`src/rtl/spsv_pkg.sv`:
```
// spsv_pkg: constants, control word types and microcode ROM for the
// stack pop sequence validator. No dependencies.
`default_nettype none

package spsv_pkg;

	localparam int DATA_W      = 6;
	localparam int MAX_LEN_DEF = 32;
	localparam int PC_W        = 3;

	typedef enum logic [2:0] {
		OP_NONE,
		OP_ACCEPT,
		OP_PUSH,
		OP_CHECK,
		OP_EMIT
	} op_t;

	typedef enum logic [2:0] {
		C_ALWAYS,
		C_NO_INPUT,
		C_FAILED,
		C_CAN_PUSH,
		C_OUT_BUSY
	} cond_t;

	typedef struct packed {
		op_t             op;
		cond_t           cond;
		logic [PC_W-1:0] target;
	} ctrl_word_t;

	localparam logic [PC_W-1:0] STEP_ACCEPT = PC_W'(0);
	localparam logic [PC_W-1:0] STEP_GATE   = PC_W'(1);
	localparam logic [PC_W-1:0] STEP_PUSH   = PC_W'(2);
	localparam logic [PC_W-1:0] STEP_CHECK  = PC_W'(3);
	localparam logic [PC_W-1:0] STEP_EMIT   = PC_W'(7);

	// Untaken jump falls through to pc + 1; EMIT wraps back to ACCEPT.
	function automatic ctrl_word_t ucode_rom(input logic [PC_W-1:0] pc);
		ctrl_word_t cw;
		unique case (pc)
			STEP_ACCEPT: cw = '{op: OP_ACCEPT, cond: C_NO_INPUT, target: STEP_ACCEPT};
			STEP_GATE:   cw = '{op: OP_NONE,   cond: C_FAILED,   target: STEP_EMIT};
			STEP_PUSH:   cw = '{op: OP_PUSH,   cond: C_CAN_PUSH, target: STEP_PUSH};
			STEP_CHECK:  cw = '{op: OP_CHECK,  cond: C_ALWAYS,   target: STEP_EMIT};
			STEP_EMIT:   cw = '{op: OP_EMIT,   cond: C_OUT_BUSY, target: STEP_EMIT};
			default:     cw = '{op: OP_NONE,   cond: C_ALWAYS,   target: STEP_ACCEPT};
		endcase
		return cw;
	endfunction

endpackage

`default_nettype wire

```
`src/rtl/stack_pop_sequence_validator.sv`:
```
// Stack pop sequence validator: checks a stream of numbers against the pop
// orders one stack can produce from ascending pushes 1, 2, 3, ...
// Input channel in_valid/in_ready carries car_number and last_item; output
// channel out_valid/out_ready carries still_valid and sequence_end, one
// result transaction per input transaction, in order.
// Control runs from a small microcode ROM (spsv_pkg) with a step counter
// and conditional jumps; the stack lives in a MAX_LEN entry memory with a
// registered read port, the top entry cached in a register.
// Steps: an item that pushes k numbers passes accept, gate, push loop,
// check and the result step into the output register (k up to MAX_LEN,
// one push per cycle on the memory write port); a failed sequence skips
// push loop and check. The next item is accepted the cycle after the result.
// A stalled receiver holds the result in the output register; the block
// still accepts and processes the next item and then waits at the result
// step until the register frees.
// Reset (arst_n low) empties the stack, sets the next push to 1, clears the
// verdict and drops out_valid; no clearing pass is needed. An item with
// last_item set clears stack depth, next push and failure flag on its result.
`default_nettype none

module stack_pop_sequence_validator
	import spsv_pkg::*;
#(
	parameter int MAX_LEN = MAX_LEN_DEF
) (
	input  wire logic              clk,
	input  wire logic              arst_n,
	input  wire logic              in_valid,
	output logic                   in_ready,
	input  wire logic [DATA_W-1:0] car_number,
	input  wire logic              last_item,
	output logic                   out_valid,
	input  wire logic              out_ready,
	output logic                   still_valid,
	output logic                   sequence_end
);

	localparam int AW   = $clog2(MAX_LEN);
	localparam int DW_C = $clog2(MAX_LEN + 1);
	localparam int NW   = $clog2(MAX_LEN + 2);
	localparam int CMPW = (NW > DATA_W) ? NW : DATA_W;

	localparam logic [DW_C-1:0] DEPTH_MAX = DW_C'(MAX_LEN);
	localparam logic [NW-1:0]   NEXT_MAX  = NW'(MAX_LEN);
	localparam logic [NW-1:0]   NEXT_INIT = NW'(1);

	logic [PC_W-1:0]   pc_q;
	logic [DW_C-1:0]   depth_q;
	logic [NW-1:0]     next_q;
	logic              failed_q;
	logic [DATA_W-1:0] num_q;
	logic              last_q;
	logic [DATA_W-1:0] top_q;
	logic              out_valid_q;
	logic              still_valid_q;
	logic              seq_end_q;

	logic [DATA_W-1:0] mem [MAX_LEN];
	logic [DATA_W-1:0] rdata_q;

	ctrl_word_t        cw;
	logic              cond_true;
	logic              can_push;
	logic              mismatch;
	logic              out_busy;
	logic              do_push;
	logic              do_pop;
	logic              do_read;
	logic              do_emit;
	logic [DW_C-1:0]   rd_depth;

	assign cw = ucode_rom(pc_q);

	assign can_push = (CMPW'(next_q) <= CMPW'(num_q)) && (next_q <= NEXT_MAX)
			&& (depth_q < DEPTH_MAX) && !failed_q;
	assign mismatch = (depth_q == '0) || (top_q != num_q);
	assign out_busy = out_valid_q && !out_ready;

	assign do_push  = (cw.op == OP_PUSH) && can_push;
	assign do_pop   = (cw.op == OP_CHECK) && !mismatch;
	assign do_read  = do_pop && (depth_q >= DW_C'(2));
	assign do_emit  = (cw.op == OP_EMIT) && !out_busy;
	assign rd_depth = depth_q - DW_C'(2);

	always_comb begin
		unique case (cw.cond)
			C_ALWAYS:   cond_true = 1'b1;
			C_NO_INPUT: cond_true = !in_valid;
			C_FAILED:   cond_true = failed_q;
			C_CAN_PUSH: cond_true = can_push;
			C_OUT_BUSY: cond_true = out_busy;
			default:    cond_true = 1'b1;
		endcase
	end

	assign in_ready     = (cw.op == OP_ACCEPT);
	assign out_valid    = out_valid_q;
	assign still_valid  = still_valid_q;
	assign sequence_end = seq_end_q;

	always_ff @(posedge clk) begin
		if (do_push) begin
			mem[depth_q[AW-1:0]] <= DATA_W'(next_q);
		end
		if (do_read) begin
			rdata_q <= mem[rd_depth[AW-1:0]];
		end
	end

	always_ff @(posedge clk or negedge arst_n) begin
		if (!arst_n) begin
			pc_q          <= STEP_ACCEPT;
			depth_q       <= '0;
			next_q        <= NEXT_INIT;
			failed_q      <= 1'b0;
			out_valid_q   <= 1'b0;
			num_q         <= '0;
			last_q        <= 1'b0;
			top_q         <= '0;
			still_valid_q <= 1'b0;
			seq_end_q     <= 1'b0;
		end else begin
			pc_q <= cond_true ? cw.target : pc_q + 1'b1;

			if (in_valid && in_ready) begin
				num_q  <= car_number;
				last_q <= last_item;
			end

			if (do_push) begin
				top_q   <= DATA_W'(next_q);
				depth_q <= depth_q + 1'b1;
				next_q  <= next_q + 1'b1;
			end

			if (cw.op == OP_CHECK) begin
				if (mismatch) begin
					failed_q <= 1'b1;
				end else begin
					depth_q <= depth_q - 1'b1;
				end
			end

			if (out_valid_q && out_ready && !do_emit) begin
				out_valid_q <= 1'b0;
			end

			if (do_emit) begin
				out_valid_q   <= 1'b1;
				still_valid_q <= !failed_q;
				seq_end_q     <= last_q;
				top_q         <= rdata_q;
				if (last_q) begin
					depth_q  <= '0;
					next_q   <= NEXT_INIT;
					failed_q <= 1'b0;
				end
			end
		end
	end

	a_accept_leaves_wait: assert property (@(posedge clk) disable iff (!arst_n)
		(in_valid && in_ready) |=> !in_ready)
		else $error("accepted a second transaction without processing the first");

	a_depth_bound: assert property (@(posedge clk) disable iff (!arst_n)
		depth_q <= DEPTH_MAX)
		else $error("stack depth beyond capacity");

	a_last_clears: assert property (@(posedge clk) disable iff (!arst_n)
		(do_emit && last_q) |=> (depth_q == '0) && (next_q == NEXT_INIT) && !failed_q)
		else $error("final result did not clear the sequence state");

	a_top_below_next: assert property (@(posedge clk) disable iff (!arst_n)
		((depth_q != '0) && !failed_q) |-> (CMPW'(top_q) < CMPW'(next_q)))
		else $error("cached stack top not below next push value");

endmodule

`default_nettype wire
```
`config.mk`:
```
export PLATFORM = sky130hd
export DESIGN_NAME = stack_pop_sequence_validator
export DESIGN_NICKNAME = d
export VERILOG_FILES = /design/src/rtl/spsv_pkg.sv /design/src/rtl/stack_pop_sequence_validator.sv
export SDC_FILE = /design/constraint.sdc
export NUM_CORES = 1
export LEC_CHECK = 0
export ABC_CLOCK_PERIOD_IN_PS = 9950
export BUFFER_PORTS_ARGS = -buffer_cell sky130_fd_sc_hd__buf_2
export CAP_MARGIN = 20
export CORE_ASPECT_RATIO = 1.2
export CORE_MARGIN = 2
export CORE_UTILIZATION = 35
export CTS_BUF_LIST = sky130_fd_sc_hd__clkbuf_4
export DETAILED_ROUTE_END_ITERATION = 7
export GPL_ROUTABILITY_DRIVEN = 0
export PLACE_DENSITY = 0.49
export SYNTH_ARGS = -nofsm -noshare
export SYNTH_HDL_FRONTEND = slang
export SYNTH_SLANG_ARGS = --single-unit
```
`constraint.sdc`:
```
create_clock -name clk -period 9.95 [get_ports clk]
set_clock_uncertainty 0.15 [all_clocks]
set_input_delay 0.4975 -clock clk [delete_from_list [all_inputs] [get_ports clk]]
set_output_delay 0.4975 -clock clk [all_outputs]
set_load 0.1 [all_outputs]
```
==> flow_metrics.env, run 1 <==
export IMPL_synth_flop_cell="edfxtp_1"
export IMPL_ys_warn_count=0
export IMPL_cpMostUsedCell="ha_1"
export IMPL_drive_gt1_share_pct=30.5
export IMPL_clock_power_share_pct=24.2
export IMPL_clkTransAtPathRegs_ps=70
export IMPL_worst_path_max_delay_cell="or4b_1"
export IMPL_setup_tns_final_ps=0
export IMPL_io_buffers=14
export IMPL_synth_nets=580
export IMPL_max_freq_mhz=241
export IMPL_maxSlewViolCount=0
export IMPL_yosysUniqueCellTypes=47
export IMPL_drtPass1Iterations=4
export IMPL_fin_crit_sh_pct=41.7
export IMPL_setup_viol=0
export IMPL_fin_crit_ps=4150
export IMPL_finalHoldViolations=0
export IMPL_cap_viol_max_count=0
export IMPL_switching_share_pct=33.9
export IMPL_rrSetupSlack_ps=5800
export IMPL_cts_resized=0
export IMPL_synth_xor_area_share_pct=1.08
export IMPL_peakVddDrop_uv=134
export IMPL_io_pins=15
export IMPL_synth_seq_cells=230
export IMPL_p_seq_share_pct=42.2
export IMPL_start_kind="flip-flop"
export IMPL_root_buffer="clkbuf_4"
export IMPL_numCtsBuffers=57
export IMPL_fp_coreArea_mm2=0.0272
export IMPL_cts_sinks=230
export IMPL_syn_inst=545
export IMPL_dr_total_vias=5125
export IMPL_run_status="finished clean"
export IMPL_holdPathEnd="num_q[4]"
export IMPL_drt_wl_total_mm=21.0
export IMPL_relSlewSlack_pct=43.9
export IMPL_intPower_uw=2130
export IMPL_synth_simple_area_share_pct=5.33
export IMPL_holdPathStages=3
export IMPL_synth_avg_cell_area_um2=17.8
export IMPL_combPwrFrac_pct=33.6
export IMPL_power_switching_uw=1090
export IMPL_min_delay_start="in_valid"
export IMPL_r2r_end="mem[27][2]"
export IMPL_synth_commonest_cells="198 x edfxtp_1, 60 x mux4_2, 41 x nor2_1, 31 x dfrtp_1, 27 x nand2_1"
export IMPL_rows=66
export IMPL_yosysSeqAreaShare_pct=69.5
export IMPL_fp_dieW_um=156
export IMPL_cts_max_level=2
export IMPL_synth_mux_area_share_pct=16.5
export IMPL_start_util_pct=35.7
export IMPL_clockBufferDepth=3
export IMPL_synth_area_mm2=0.00971
export IMPL_place_hpwl_mm=13.6
export IMPL_async_reset_ff_share_pct=13.9
export IMPL_drtIter0Drc=313
export IMPL_dieArea_mm2=0.0291
export IMPL_cp_max_fo=10
export IMPL_yosysTopAreaCell="edfxtp_1"
export IMPL_synth_edf_count=198
export IMPL_grt_max_degree=57
export IMPL_gr_total_overflow=0
export IMPL_synth_adder_area_share_pct=3.09
export IMPL_yosysMostFrequentCell="edfxtp_1"
export IMPL_crit_arrival_ps=4310
export IMPL_worstPathRequired_ps=10100
export IMPL_crit_path_end_kind="flip-flop"
export IMPL_postCtsSetupBuffers=0
export IMPL_grt_pass1_wl_mm=32.4
export IMPL_synth_top_area_share_pct=61.2
export IMPL_r2r_cells=7
export IMPL_post_drt_wl_per_cell_um=21.0
export IMPL_gr_usage_all_layers_pct=14.9
export IMPL_crit_path_max_incr_delay_ps=810
export IMPL_synth_top_family_by_area="multiplexers"
export IMPL_worst_pin_slew_ps=835
export IMPL_stdcell_count=1000
export IMPL_via_per_inst=5.13
export IMPL_r2r_start="pc_q[0]"
export IMPL_grt_antenna_before_repair=1
export IMPL_die_height_um=186
export IMPL_rsz0062_at_grt="false"
export IMPL_hp_class="in -> reg"
export IMPL_final_nets=650
export IMPL_cts_tree="built"
export IMPL_criticalPathCategory="reg -> reg"
export IMPL_p_leak_uw=0.00383
export IMPL_insertion_delay_ps=670
export IMPL_critical_path_cell_chain="ha_1 -> ha_1 -> or2_4 -> or4_1 -> or3_1 -> or4b_1 -> nor3_1"
export IMPL_syn_to_final_growth_pct=13.8
export IMPL_grt_pass1_vias=5462
export IMPL_synth_area_leaders="edfxtp_1 61%, mux4_2 14%, dfrtp_1 8.0%, ha_1 3.1%, mux2_2 1.6%"
export IMPL_dp_cells=886
export IMPL_ant_nets=0
export IMPL_synth_compound_area_share_pct=2.83
export IMPL_power_density_mw_per_mm2=291
export IMPL_drc=0
## routing by layer
layer / vias up / share of wire [%] / track usage, %
met4: 0 / 2.1 / 4.80
met1: 2634 / 42 / 18.6
met2: 129 / 51 / 25.6
met3: 41 / 4.5 / 3.20
met5: - / 0 / 0
li1: 2321 / - / -
## kinds of logic (layout without fill, tap and decap cells)
logic type                 count (synthesis)  count (layout)
DFF                                      230             230
and+or+nand+nor                          110             110
buffers and inverters                     43             157
AOI/OAI and AO/OA                         43              43
xor gates and xnor gates                  12              12
muxes                                     83              83
adders and majority gates                 24              24
other                                      0               1
## power groups by stage
stage	sequential (µW)	combinational [µW]	clock, µW
detailed placement	1400	1080	0
global placement	1390	1060	0
CTS	1380	1080	809
finish	1360	1080	780
global route	1380	1190	860
floorplan	1400	734	0
## final cells by class
class / instances / area (µm²)
Multi-Input combinational cell: 272 / 2800
Clock buffer: 82 / 616
Clock inverter: 21 / 116
Timing Repair Buffer: 33 / 259
Antenna cell: 1 / 2.50
Fill cell: 2428 / 16100
Tap cell: 340 / 425
Sequential cell: 230 / 6750
Inverter: 21 / 78.8
## timing repair
action | CTS | global route
hold buffers | 9 | 0
hold endpoints to repair | 39 | 0
endpoints found under the setup margin | 0 | 0
## through the flow
step	setup slack (ps)	power [µW]	instance area (µm²)	hold slack [ps]	util, %
2_1_floorplan	4100	2130	9710	51.9	-
3_3_place_gp	5820	2460	10200	293	37.5
3_5_place_dp	5640	2470	10200	293	37.5
4_1_cts	5650	3270	11000	199	40.6
5_1_grt	5520	3420	11100	238	40.7
6_report	5800	3220	11100	256	40.7
## critical path: cells and delay by family (launching register included)
family        cells  cell delay [ps]
simple gates      5             2660
fa+ha+maj         2              530
flops             1              450
## worst max path at each step
| stage | from | endpoint | slack [ps] | depth (start not counted) |
|---|---|---|---|---|
| 3_3_place_gp | next_q[5] | mem[25][3] | 5820 | 6 |
| 6_report | pc_q[0] | mem[27][2] | 5800 | 7 |
| 3_5_place_dp | next_q[5] | mem[24][4] | 5640 | 6 |
| 4_1_cts | next_q[5] | mem[24][1] | 5650 | 6 |
| 5_1_grt | next_q[0] | mem[26][4] | 5520 | 7 |
| 2_1_floorplan | pc_q[0] | last_q | 4100 | 6 |
## layout by cell type (no fill, tap or decap), types with 3 or more instances in the layout
cell type        n
a211oi_1         3
a21oi_1         15
a31oi_1          3
and3_1           3
buf_2           14
buf_4            8
clkbuf_4        82
clkinv_1        13
clkinv_2         5
dfrtp_1         29
dlygate4sd3_1    9
edfxtp_1       198
ha_1            24
inv_1           21
mux2_2          14
mux2i_1          9
mux4_2          60
nand2_1         27
nand3_1          4
nand4_1          4
nor2_1          41
nor3_1           8
nor4_1           3
o21ai_0         10
or2_2            3
or3_1            3
xnor2_1          4
xor2_1           8
## registers in the layout (all words and copies together) (netlist names), 3 cells and up
signal,count
depth_q,6
mem,192
next_q,6
num_q,6
pc_q,3
rdata_q,6
top_q,6
Note: power is estimated with default switching activity, not from simulation.
==> run 2, diff against run 1 <==
--- a/config.mk
+++ b/config.mk
@@ -5,7 +5,7 @@
 export SDC_FILE = /design/constraint.sdc
 export NUM_CORES = 1
 export LEC_CHECK = 0
-export ABC_CLOCK_PERIOD_IN_PS = 9950
+export ABC_CLOCK_PERIOD_IN_PS = 4200
 export BUFFER_PORTS_ARGS = -buffer_cell sky130_fd_sc_hd__buf_2
 export CAP_MARGIN = 20
 export CORE_ASPECT_RATIO = 1.2
==> constraint.sdc (replaced) <==
create_clock -name clk -period 4.2 [get_ports clk]
set_clock_uncertainty 0.15 [all_clocks]
set_input_delay 0.21 -clock clk [delete_from_list [all_inputs] [get_ports clk]]
set_output_delay 0.21 -clock clk [all_outputs]
set_load 0.1 [all_outputs]
==> run 2 against run 1 <==
Clock-buffer cell count rose by 4. Fmax rose by 5.7%. Core utilization rose by 1.1 points. Register-to-register slack got worse by 5500 ps. Via count rose by 2.3%. Critical path depth rose by 1. Worst setup slack got worse by 5500 ps. Clock power rose by 140%. Sequential power rose by 130%. Global-route usage rose by 1.3 points. Die area did not move. Largest cell class unchanged. Largest power group unchanged.
==> flow_metrics.env, run 2 (synthesis gave the netlist of run 1 again) <==
export IMPL_fp_dieW_um=156
export IMPL_worst_pin_slew_ps=751
export IMPL_cts_sinks=230
export IMPL_io_buffers=14
export IMPL_gr_total_overflow=0
export IMPL_peakVddDrop_uv=265
export IMPL_fin_crit_sh_pct=93.6
export IMPL_p_leak_uw=0.00401
export IMPL_numCtsBuffers=58
export IMPL_dieArea_mm2=0.0291
export IMPL_rrSetupSlack_ps=270
export IMPL_fin_ws_ps=270
export IMPL_drive_gt1_share_pct=32.9
export IMPL_start_util_pct=35.7
export IMPL_fillers=2431
export IMPL_largest_reg_flops=192
export IMPL_insertion_delay_ps=680
export IMPL_final_cell_mix="198 x edfxtp_1, 86 x clkbuf_4, 60 x mux4_2"
export IMPL_final_common_cell="edfxtp_1"
export IMPL_io_pins=15
export IMPL_start_kind="flip-flop"
export IMPL_crit_path_end_kind="flip-flop"
export IMPL_power_density_mw_per_mm2=682
export IMPL_dr_total_vias=5243
export IMPL_run_status="finished clean"
export IMPL_maxSlewViolCount=0
export IMPL_holdPathStages=6
export IMPL_drtIter0Drc=329
export IMPL_place_hpwl_mm=14.5
export IMPL_drc=0
export IMPL_grt_antenna_before_repair=1
export IMPL_drtPass1Iterations=4
export IMPL_setup_tns_final_ps=0
export IMPL_ant_nets=0
export IMPL_max_freq_mhz=254
export IMPL_rsz0062_at_grt="false"
export IMPL_grt_pass1_vias=5705
export IMPL_cts_tree="built"
export IMPL_syn_to_final_growth_pct=16.9
export IMPL_post_drt_wl_per_cell_um=22.0
export IMPL_crit_arrival_ps=4090
export IMPL_rows=66
export IMPL_drt_wl_total_mm=22.9
export IMPL_regArea_mm2=0.00675
export IMPL_root_buffer="clkbuf_4"
export IMPL_clkTransAtPathRegs_ps=70
export IMPL_pre_cts_slack_ps=268
export IMPL_cts_resized=0
export IMPL_setup_viol=0
export IMPL_fp_coreArea_mm2=0.0272
export IMPL_worstPathRequired_ps=4360
export IMPL_cap_viol_max_count=0
export IMPL_hp_class="in -> reg"
export IMPL_grt_pass1_wl_mm=34.6
export IMPL_die_height_um=186
export IMPL_cp_max_fo=8
export IMPL_via_per_inst=5.04
export IMPL_multi_input_comb_area_mm2=0.00281
export IMPL_clockBufferDepth=3
export IMPL_finalHoldViolations=0
export IMPL_fin_crit_ps=3930
export IMPL_criticalPathCategory="reg -> reg"
export IMPL_r2r_cells=8
export IMPL_cts_max_level=2
export IMPL_grt_max_degree=43
export IMPL_final_nets=689
export IMPL_gr_usage_all_layers_pct=16.2
export IMPL_relSlewSlack_pct=49.9
-- run 2: per-stage QoR --
step	std cells	power, µW	hold WS, ps	utilization, %	instance area (µm²)
final	1040	7750	190	41.8	11400
after global routing	1040	8210	211	41.8	11400
after CTS	1038	7880	138	41.7	11300
after detailed placement	915	5950	170	38.4	10400
after global placement	915	5920	158	38.4	10400
after floorplan	545	5060	-236	-	9720
-- run 2: area by class of cell --
class	count	area share [%]
antenna	1	0.0220
clock buffer	86	5.69
clock inverter	19	0.694
inverter	21	0.694
multi-input combinational	272	24.7
sequential	230	59.5
tap	340	3.75
timing repair buffer	71	4.96
-- run 2: final timing paths --
check / start / end
max: pc_q[0] / mem[14][5]
max in group asynchronous: arst_n / depth_q[1]
min in group asynchronous: arst_n / num_q[2]
min reg2reg: rdata_q[1] / top_q[1]
min: in_valid / pc_q[2]
max reg2reg: pc_q[0] / mem[14][5]
-- run 2: layer usage --
metal  track usage (%)  part of all wire, %
met5                 0                    0
met4              6.42                  2.2
met3              3.34                  4.0
met2              28.1                   54
met1              19.6                   40
-- run 2: what timing repair did --
action / in CTS / in global routing
setup buffers: 0 / 0
endpoints found under the setup margin: 0 / 0
hold buffers: 18 / 0
endpoints found under the hold margin: 43 / 0
-- run 2: critical path: stages, from the launching register on --
cell and delay, ps:
dfrtp_1 450, ha_1 270, ha_1 270, or2_4 270
or4_1 460, or3_1 450, nor2_1 340, nand2_1 400
nor2_1 510
-- run 2: power breakdown --
| group | leakage (µW) | switching, µW | internal (µW) |
|---|---|---|---|
| clock network | 0.000433 | 899 | 937 |
| registers | 0.00221 | 253 | 2940 |
| logic | 0.00137 | 1530 | 1200 |
==> run 3, diff against run 2 <==
--- a/config.mk
+++ b/config.mk
@@ -10,11 +10,11 @@
 export CAP_MARGIN = 20
 export CORE_ASPECT_RATIO = 1.2
 export CORE_MARGIN = 2
-export CORE_UTILIZATION = 35
+export CORE_UTILIZATION = 60
 export CTS_BUF_LIST = sky130_fd_sc_hd__clkbuf_4
 export DETAILED_ROUTE_END_ITERATION = 7
 export GPL_ROUTABILITY_DRIVEN = 0
-export PLACE_DENSITY = 0.49
+export PLACE_DENSITY = 0.76
 export SYNTH_ARGS = -nofsm -noshare
 export SYNTH_HDL_FRONTEND = slang
 export SYNTH_SLANG_ARGS = --single-unit
==> run 3 against run 2 <==
Global-route usage increased by 11 points. Sequential share of layout area increased by 2.0 points. Wire length decreased by 4.4%. Critical endpoint is now mem[17][5]. Worst setup slack got worse by 120 ps. Core utilization increased by 28 points. Critical path depth unchanged. Cell count decreased by 15%. Final area decreased by 3.2%. Hold slack improved by 74 ps. Register-to-register slack got worse by 120 ps. Power decreased by 0.78%. Fmax decreased by 3.0%.
==> flow_metrics.env, run 3 (synthesis gave the netlist of run 1 again) <==
export IMPL_io_pins=15
export IMPL_start_kind="flip-flop"
export IMPL_power_switching_uw=2650
export IMPL_numCtsBuffers=54
export IMPL_maxSlewViolCount=0
export IMPL_grt_pass1_wl_mm=33.3
export IMPL_placed_cell_area_mm2=0.0101
export IMPL_via_per_inst=6.13
export IMPL_cts_tree="built"
export IMPL_switching_share_pct=34.5
export IMPL_power_density_mw_per_mm2=699
export IMPL_holdPathEnd="pc_q[2]"
export IMPL_drc=0
export IMPL_cp_num_buf_inv=0
export IMPL_cts_max_level=2
export IMPL_stdcell_count=879
export IMPL_multi_input_comb_area_mm2=0.00281
export IMPL_cap_viol_max_count=0
export IMPL_crit_arrival_ps=4180
export IMPL_critical_path_cell_chain="ha_1 -> ha_1 -> or2_4 -> or4_1 -> or3_1 -> nor2_1 -> nand2_1 -> nor2_1"
export IMPL_final_common_cell="edfxtp_1"
export IMPL_grt_max_degree=40
export IMPL_crit_family="simple AND/OR/NAND/NOR gates"
export IMPL_drtPass1Iterations=5
export IMPL_crit_path_end_kind="flip-flop"
export IMPL_fillers=968
export IMPL_hp_class="in -> reg"
export IMPL_clockBufferDepth=3
export IMPL_holdPathStages=6
export IMPL_insertion_delay_ps=660
export IMPL_criticalPathCategory="reg -> reg"
export IMPL_fin_crit_sh_pct=96.5
export IMPL_gr_total_overflow=0
export IMPL_finish_utilization_pct=70.0
export IMPL_rsz0062_at_grt="true"
export IMPL_worst_pin_slew_ps=768
export IMPL_postCtsSetupBuffers=0
export IMPL_worstPathRequired_ps=4330
export IMPL_syn_to_final_growth_pct=13.2
export IMPL_combPwrFrac_pct=35.5
export IMPL_place_hpwl_mm=13.7
export IMPL_io_buffers=14
export IMPL_fin_crit_ps=4050
export IMPL_final_cell_mix="198 x edfxtp_1, 62 x clkbuf_4, 60 x mux4_2"
export IMPL_run_status="finished clean"
export IMPL_peakVddDrop_uv=331
export IMPL_rrSetupSlack_ps=150
export IMPL_drive_gt1_share_pct=30.3
export IMPL_cp_max_fo=8
export IMPL_regArea_mm2=0.00675
export IMPL_clock_power_share_pct=23.2
export IMPL_grt_antenna_before_repair=1
export IMPL_p_leak_uw=0.00388
export IMPL_finalHoldViolations=0
export IMPL_die_height_um=143
export IMPL_crit_path_max_incr_delay_ps=540
export IMPL_dieArea_mm2=0.0172
export IMPL_r2r_start="pc_q[0]"
export IMPL_fp_coreArea_mm2=0.0157
export IMPL_dp_cells=765
export IMPL_intPower_uw=5040
export IMPL_hold_ws_ps=263
export IMPL_setup_viol=0
export IMPL_cts_sinks=230
export IMPL_p_seq_share_pct=41.3
export IMPL_drtIter0Drc=531
export IMPL_post_drt_wl_per_cell_um=24.9
export IMPL_fp_dieW_um=120
export IMPL_root_buffer="clkbuf_4"
export IMPL_worst_path_max_delay_cell="nor2_1"
export IMPL_drt_wl_total_mm=21.9
export IMPL_setup_tns_final_ps=0
export IMPL_final_nets=666
export IMPL_min_delay_start="in_valid"
export IMPL_grt_pass1_vias=5739
export IMPL_clkTransAtPathRegs_ps=70
export IMPL_r2r_end="mem[17][5]"
export IMPL_start_util_pct=61.8
export IMPL_gr_usage_all_layers_pct=26.8
export IMPL_dr_total_vias=5390
export IMPL_largest_reg_flops=192
export IMPL_max_freq_mhz=247
export IMPL_rows=50
export IMPL_ant_nets=0
export IMPL_relSlewSlack_pct=48.8
export IMPL_r2r_cells=8
export IMPL_fin_area_mm2=0.0110
==> run 3: cell count changes in the layout (fill, tap and decap cells not counted) <==
cell / change
clkbuf_4: -24
clkinv_4: -1
buf_16: -1
bufinv_16: +3
clkinv_2: +12
nor2_2: +2
buf_4: -18
nor2_1: -2
==> run 3: layout make-up <==
type,instances,share of cell area [%]
multi-input cells,272,25.6
repair buffers,52,3.64
diodes,1,0.0228
well taps,208,2.37
flip-flops and latches,230,61.4
clock buffers,62,4.23
clock inverters,33,2.00
inverters,21,0.717
==> run 3: power by group through the flow <==
stage / Combinational, µW / Clock [µW] / Sequential [µW]
floorplan: 1740 / 0 / 3310
global placement: 2580 / 0 / 3210
detailed placement: 2640 / 0 / 3220
CTS: 2720 / 1820 / 3170
global route: 2910 / 1920 / 3200
finish: 2730 / 1790 / 3180
==> run 3: layer usage <==
layer / part of all wire, % / global-route usage, % / vias to the layer above / wire length (µm)
met5: 0 / 0 / - / 0
met4: 2.5 / 10.3 / 0 / 552
met3: 7.0 / 5.48 / 52 / 1540
met2: 54 / 48.1 / 270 / 11900
met1: 36 / 32.2 / 2718 / 7960
li1: - / - / 2350 / -
==> run 3: timing repair <==
item / CTS / global route
setup endpoints to repair: 0 / 36
hold endpoints to repair: 43 / 0
hold buffers: 18 / 0
resized for setup: 0 / 2
==> run 3: worst max path at each step <==
| stage | startpoint | end | cells after the start |
|---|---|---|---|
| after floorplan | pc_q[0] | last_q | 6 |
| after global placement | pc_q[0] | mem[1][1] | 8 |
| after detailed placement | pc_q[0] | mem[13][3] | 8 |
| after CTS | pc_q[0] | mem[13][4] | 8 |
| after global routing | pc_q[0] | mem[17][0] | 8 |
| final | pc_q[0] | mem[17][5] | 8 |
==> run 3: per-stage QoR <==
| stage | setup slack (ps) | power (µW) |
|---|---|---|
| finish | 149 | 7690 |
| global route | -39.9 | 8030 |
| CTS | 123 | 7710 |
| detailed placement | 142 | 5860 |
| global placement | 390 | 5780 |
| floorplan | 117 | 5060 |
==> run 3: worst reg2reg max path, delay by kind of cell, from the launching register on <==
kind	cells	cell delay (ps)
fa+ha+maj	2	540
flops	1	450
simple gates	6	2540
